$ cat config.mk
export PLATFORM = sky130hd
export DESIGN_NAME = code_symbol_pair_bit_packer
export DESIGN_NICKNAME = d
export VERILOG_FILES = /design/src/sv/cspbp_pkg.sv /design/src/sv/cspbp_pack.sv /design/src/sv/cspbp_obuf.sv /design/src/sv/code_symbol_pair_bit_packer.sv
export SDC_FILE = /design/constraint.sdc
export NUM_CORES = 1
export LEC_CHECK = 0
export CELL_PAD_IN_SITES_DETAIL_PLACEMENT = 1
export CELL_PAD_IN_SITES_GLOBAL_PLACEMENT = 1
export CORE_MARGIN = 2
export CORE_UTILIZATION = 23
export DETAILED_ROUTE_END_ITERATION = 8
export DONT_BUFFER_PORTS = 1
export PLACE_DENSITY_LB_ADDON = 0.1
export SLEW_MARGIN = 40
export SYNTH_ARGS = -nofsm -noshare
export SYNTH_HDL_FRONTEND = slang
export SYNTH_SLANG_ARGS = --single-unit
$ cat constraint.sdc
create_clock -name clk -period 5.05 [get_ports clk]
set_clock_uncertainty 0.2 [all_clocks]
set_input_delay 0.505 -clock clk [delete_from_list [all_inputs] [get_ports clk]]
set_output_delay 0.505 -clock clk [all_outputs]
set_load 0.01 [all_outputs]
$ cat src/sv/cspbp_pkg.sv
package cspbp_pkg;

	// Field widths
	localparam int CODE_BITS   = 16;
	localparam int SYM_BITS    = 8;
	localparam int LEN_BITS    = 5;
	localparam int PEND_BITS   = 7;
	localparam int CNT_BITS    = 3;
	localparam int ACC_BITS    = PEND_BITS + CODE_BITS + SYM_BITS;
	localparam int NUM_OUT     = 3;
	localparam int NBYTE_BITS  = 2;

	// Longest code that is packed; longer lengths saturate
	localparam int MAX_CODE_BITS = 16;
	localparam int CODE_LIM = (MAX_CODE_BITS < CODE_BITS) ? MAX_CODE_BITS : CODE_BITS;

	typedef enum logic {
		OP_PAIR  = 1'b0,
		OP_FLUSH = 1'b1
	} op_t;

	// One input beat as held in the input stage
	typedef struct packed {
		op_t                  op;
		logic [CODE_BITS-1:0] code;
		logic [SYM_BITS-1:0]  sym;
		logic [LEN_BITS-1:0]  len;
	} item_t;

	// Bytes that one item completes, handed to the output buffer
	typedef struct packed {
		logic [NUM_OUT*8-1:0]  bytes;
		logic [NBYTE_BITS-1:0] nbytes;
		logic                  flush;
	} pack_res_t;

endpackage

$ cat src/sv/cspbp_pack.sv
module cspbp_pack (
	input  cspbp_pkg::item_t     item,
	input  logic [6:0]           pend_bits,
	input  logic [2:0]           pend_count,
	output cspbp_pkg::pack_res_t res,
	output logic [6:0]           next_bits,
	output logic [2:0]           next_count
);
	import cspbp_pkg::*;

	logic [LEN_BITS-1:0]  len;
	logic [CODE_BITS-1:0] code_m;
	logic [6:0]           pend_m;
	logic [LEN_BITS-1:0]  sym_sh;
	logic [LEN_BITS-1:0]  total;
	logic [ACC_BITS-1:0]  acc;
	logic [ACC_BITS-1:0]  rest;

	// Saturate the code length and keep only the code bits in use
	assign len    = (item.len > LEN_BITS'(CODE_LIM)) ? LEN_BITS'(CODE_LIM) : item.len;
	assign code_m = CODE_BITS'(~({(CODE_BITS+1){1'b1}} << len));
	assign pend_m = pend_bits & ~(7'h7F << pend_count);

	// Line up pending bits, code and symbol, earliest bit at the bottom
	assign sym_sh = {2'b00, pend_count} + len;
	assign total  = sym_sh + LEN_BITS'(SYM_BITS);
	assign acc    = {{(ACC_BITS-PEND_BITS){1'b0}}, pend_m}
	              | ({{(ACC_BITS-CODE_BITS){1'b0}}, item.code & code_m} << pend_count)
	              | ({{(ACC_BITS-SYM_BITS){1'b0}}, item.sym} << sym_sh);
	assign rest   = acc >> {total[4:3], 3'b000};

	// Select flush or pair result and the state left behind
	always_comb begin
		if (item.op == OP_FLUSH) begin
			res.bytes  = {{(NUM_OUT*8-8){1'b0}}, 1'b0, pend_m};
			res.nbytes = (pend_count != 3'd0) ? 2'd1 : 2'd0;
			res.flush  = 1'b1;
			next_bits  = 7'd0;
			next_count = 3'd0;
		end else begin
			res.bytes  = acc[NUM_OUT*8-1:0];
			res.nbytes = total[4:3];
			res.flush  = 1'b0;
			next_count = total[2:0];
			next_bits  = rest[6:0] & ~(7'h7F << total[2:0]);
		end
	end

endmodule

$ cat src/sv/cspbp_obuf.sv
module cspbp_obuf (
	input  logic                 clk,
	input  logic                 arst_n,
	input  logic                 load,
	input  cspbp_pkg::pack_res_t res,
	output logic                 free,
	output logic                 out_valid,
	input  logic                 out_ready,
	output logic [7:0]           out_byte,
	output logic                 last_of_run,
	output logic                 from_flush
);
	import cspbp_pkg::*;

	logic [NUM_OUT*8-1:0]  bytes_q;
	logic [NBYTE_BITS-1:0] left_q;
	logic                  flush_q;

	assign out_valid   = (left_q != 2'd0);
	assign out_byte    = bytes_q[7:0];
	assign last_of_run = (left_q == 2'd1);
	assign from_flush  = flush_q;
	assign free        = (left_q == 2'd0) || ((left_q == 2'd1) && out_ready);

	// Hold the count of bytes still to send
	always_ff @(posedge clk or negedge arst_n) begin
		if (!arst_n) begin
			left_q <= 2'd0;
		end else if (load) begin
			left_q <= res.nbytes;
		end else if (out_valid && out_ready) begin
			left_q <= left_q - 2'd1;
		end
	end

	// Load a new run, or advance to the next byte on each taken beat
	always_ff @(posedge clk) begin
		if (load) begin
			bytes_q <= res.bytes;
			flush_q <= res.flush;
		end else if (out_valid && out_ready) begin
			bytes_q <= bytes_q >> 8;
		end
	end

endmodule

$ cat src/sv/code_symbol_pair_bit_packer.sv
// Channel | Handshake            | Beat contents
// input   | in_valid / in_ready  | operation, code_value, symbol_byte, code_length
// output  | out_valid / out_ready | out_byte, last_of_run, from_flush
//
// An accepted item is registered in the input stage, then its bytes load into the
// output buffer once that is free, and the first byte comes from the output buffer.
// The output buffer sends one byte per cycle while out_ready is high; a pair completes
// up to three bytes, a flush at most one.
// Reset clears the pending bits, the input stage and the output buffer.
// A stall on the output holds the buffer; the input stage still takes one more item.
module code_symbol_pair_bit_packer (
	input  logic        clk,
	input  logic        arst_n,
	input  logic        in_valid,
	output logic        in_ready,
	input  logic        operation,
	input  logic [15:0] code_value,
	input  logic [7:0]  symbol_byte,
	input  logic [4:0]  code_length,
	output logic        out_valid,
	input  logic        out_ready,
	output logic [7:0]  out_byte,
	output logic        last_of_run,
	output logic        from_flush
);
	import cspbp_pkg::*;

	item_t      item_s1;
	logic       valid_s1;
	logic [6:0] pend_bits_q;
	logic [2:0] pend_count_q;
	logic [6:0] next_bits;
	logic [2:0] next_count;
	pack_res_t  res;
	logic       ob_free;
	logic       pack_go;

	assign pack_go  = valid_s1 && ob_free;
	assign in_ready = !valid_s1 || pack_go;

	// Input stage valid
	always_ff @(posedge clk or negedge arst_n) begin
		if (!arst_n) begin
			valid_s1 <= 1'b0;
		end else if (in_ready) begin
			valid_s1 <= in_valid;
		end
	end

	// Capture the input beat
	always_ff @(posedge clk) begin
		if (in_valid && in_ready) begin
			item_s1 <= '{op: op_t'(operation), code: code_value, sym: symbol_byte,
			             len: code_length};
		end
	end

	// Advance the leftover bits as each item leaves the input stage
	always_ff @(posedge clk or negedge arst_n) begin
		if (!arst_n) begin
			pend_bits_q  <= 7'd0;
			pend_count_q <= 3'd0;
		end else if (pack_go) begin
			pend_bits_q  <= next_bits;
			pend_count_q <= next_count;
		end
	end

	cspbp_pack u_pack (
		.item       (item_s1),
		.pend_bits  (pend_bits_q),
		.pend_count (pend_count_q),
		.res        (res),
		.next_bits  (next_bits),
		.next_count (next_count)
	);

	cspbp_obuf u_obuf (
		.clk         (clk),
		.arst_n      (arst_n),
		.load        (pack_go),
		.res         (res),
		.free        (ob_free),
		.out_valid   (out_valid),
		.out_ready   (out_ready),
		.out_byte    (out_byte),
		.last_of_run (last_of_run),
		.from_flush  (from_flush)
	);

	// Leftover bits above the count stay zero
	a_pend_clean: assert property (@(posedge clk) disable iff (!arst_n)
		(pend_bits_q & (7'h7F << pend_count_q)) == 7'd0)
		else $error("pending bits above count not zero");

	// A flush leaves nothing pending
	a_flush_clears: assert property (@(posedge clk) disable iff (!arst_n)
		(pack_go && item_s1.op == OP_FLUSH) |=> (pend_count_q == 3'd0))
		else $error("flush left pending bits");

	// A flush byte is always the only byte of its run
	a_flush_single: assert property (@(posedge clk) disable iff (!arst_n)
		(out_valid && from_flush) |-> last_of_run)
		else $error("flush byte not last of run");

	// With the output buffer empty the input side never stalls
	a_no_false_stall: assert property (@(posedge clk) disable iff (!arst_n)
		!out_valid |-> in_ready)
		else $error("input stalled with empty output");

endmodule

==> impl_metrics.toml <==
[status]
outcome = "finished clean"

[run]
max-cap-violations = 0

[synthesis]
ys_seq_area_frac = 0.406
syn_inst = 516
avgSynthCellArea_sq_um = 9.44
synthAdderAreaFrac = 0.0144
synth_top_area_frac = 0.339
async_flop_share = 0.191
synth_common_cells = "nand2_1, edfxtp_1, a21oi_1"
synth_top_family_by_area = "compound AO/OA/AOI/OAI gates"
synth_top_cell_by_area = "edfxtp_1"
synth_edf_count = 55
synthFlopType = "edfxtp_1"
ys_types = 81
synth_compound_area_frac = 0.283
syn_area_sq_um = 4870
ys_warn_count = 0
synth_nets = 555
synth-simple-area-share = 0.161
yosysMostFrequentCell = "nand2_1"
synthMuxAreaShare = 0.0662
synth_xor_area_frac = 0.0126
ys_ff_latch = 68
synth.area.top_cells = "edfxtp_1, dfrtp_1, a21oi_1"

[cells_and_area]
diodes = 0
drive_gt1_frac = 0.121
layout.nets = 537
fillers = 2396
synthToLayoutAreaGrowth_pct = 10.9
final_area_sq_um = 5410

[routing]
top_layer = "met4"
wl_met3_um = 579
drc_errors = 0
wire_per_inst_um = 24.3
dr.pass1.iters = 7
drt_iter0_drc = 373
wl_mm = 18.9
via_per_inst = 5.41
route.met2.wl_mm = 8.34
detail-route-antenna-nets = 0
wl_met1_mm = 9.52
num_vias = 4206

[clock_tree]
cts_sinks = 68
cts_resized = 0
cts_root_buffer = "clkbuf_16"
cts_tree = "built"
path_clk_slew_ns = 0.07
cts_buffers = 9
insertion_delay_ns = 0.35
clockBufferDepth = 2
h-tree-depth = 3

[place]
hpwlAfterDp_mm = 13.8
place_area_sq_um = 5070
gp_congestion = 0.868
dp_slack_ns = 1.35
io_buffers = 0

[timing]
fin_tns_setup_ns = 0
rsz0062_at_grt = "false"
finalHoldWorstSlack_ns = 0.0423
slew_headroom = 0.516
max_freq_mhz = 271
setup_ws_ns = 1.36
fin_crit_ns = 3.69
slew_viol_final = 0
hold_violations = 0
finalSetupViolCount = 0
tightest_slew_ns = 0.708
timing.final.crit_share = 0.731

[floorplan]
coreArea_sq_um = 20900
io_pins = 46
die_area_sq_um = 22400
die_h_um = 150
die_w_um = 150
start_util = 0.233
row_count = 53

[power_and_ir_drop]
ir_drop_uv = 232
power.leakage_nw = 1.82
p_sw_frac = 0.490
p_comb_frac = 0.553
netSwitchingPower_mw = 1.88
power_frac_seq = 0.266
p_int_mw = 1.96
p_per_area_nw_per_um2 = 710
power_frac_clock = 0.182

[worst_setup_path]
critical_path_class = "reg2reg"
critical_path_required_ns = 5.01
cp-end-kind = "register"
worstPathArrival_ns = 3.65
cp_max_fo = 16
start_kind = "register"

[global_routing]
overflow = 0
grt_max_degree = 50
antenna_found_initial = 0
track_usage = 0.176
grt_pass1_vias = 4357
grt_pass1_wl_mm = 28.9

[hold_path]
min_path_type = "in2reg"
## metal layers
layer | vias up | GRT usage
li1 | 1948 | -
met1 | 2136 | 0.257
met2 | 103 | 0.267
met3 | 19 | 0.0268
met4 | 0 | 0.0557
met5 | - | 0
## area by class of cell
type,instances,area (sq um),share of cell area
multi-input combinational,393,2620,0.485
sequential,68,1980,0.366
tap,275,344,0.0636
clock buffer,11,253,0.0467
timing repair buffer,14,105,0.0194
clock inverter,5,58.8,0.0109
inverter,12,45.0,0.00833
## cells in the final DEF (no fill, tap or decap), drive strengths merged, types with 5 or more instances in the layout
cell     count
nand2       59
edfxtp      55
a21oi       48
nor2        39
o21ai       31
mux2i       21
a211oi      13
nand3       13
dfrtp       13
buf         13
inv         12
nand2b      11
clkbuf      11
a31oi        9
a22oi        9
o22ai        8
nor3         8
and2         6
o211ai       6
a221oi       6
o311ai       6
nor2b        5
o221ai       5
or2          5
a2bb2oi      5
## what timing repair did
| item | CTS | global route |
|---|---|---|
| endpoints found under the hold margin | 13 | 13 |
| setup buffers | 0 | 0 |
| hold buffers | 1 | 1 |
## worst max-delay path: stages, from the launching register on
cell	delay, ns
edfxtp_1	0.62
nand2_1	0.19
nor2_1	0.07
fa_1	0.48
xor2_2	0.63
mux2i_1	0.17
mux2_2	0.31
o22ai_1	0.42
a21oi_1	0.18
o221ai_1	0.23
## power by group through the flow
stage / Sequential [mW] / Clock (mW) / Combinational (mW)
finish: 1.02 / 0.697 / 2.12
global route: 1.05 / 0.733 / 2.31
CTS: 1.02 / 0.706 / 2.11
detailed placement: 1.03 / 0 / 2.10
global placement: 1.03 / 0 / 2.10
floorplan: 0.942 / 0 / 1.53
## sequential cells by signal, indices dropped and copies added, names as in the netlist
| name | flops |
|---|---|
| item_s1 | 30 |
| u_obuf.left_q | 2 |
| valid_s1 | 1 |
| u_obuf.from_flush | 1 |
| pend_count_q | 3 |
| pend_bits_q | 7 |
| u_obuf.bytes_q | 24 |
## cell families after synthesis
logic type,count (synthesis)
muxes,28
buffers and inverters,55
adders and majority gates,5
xor gates and xnor gates,4
AOI/OAI and AO/OA,193
DFF,68
and+or+nand+nor,163
## per-stage QoR
stage	std cells	utilization	power, mW
2_1_floorplan	516	-	2.48
3_3_place_gp	760	0.243	3.13
3_5_place_dp	760	0.243	3.13
4_1_cts	777	0.258	3.84
5_1_grt	778	0.259	4.09
6_report	778	0.259	3.84
## final timing paths
| path | from | endpoint | slack [ns] | depth (start not counted) |
|---|---|---|---|---|
| max | item_s1[0] | u_obuf.bytes_q[4] | 1.36 | 9 |
| min | code_value[14] | item_s1[27] | 0.04 | 0 |
| max reg2reg | item_s1[0] | u_obuf.bytes_q[4] | 1.36 | 9 |
| min reg2reg | u_obuf.bytes_q[17] | u_obuf.bytes_q[9] | 0.33 | 2 |
| max in group asynchronous | arst_n | pend_count_q[0] | 3.82 | 2 |
| min in group asynchronous | arst_n | pend_count_q[2] | 0.50 | 2 |
Power figures use the tool's default switching activity.
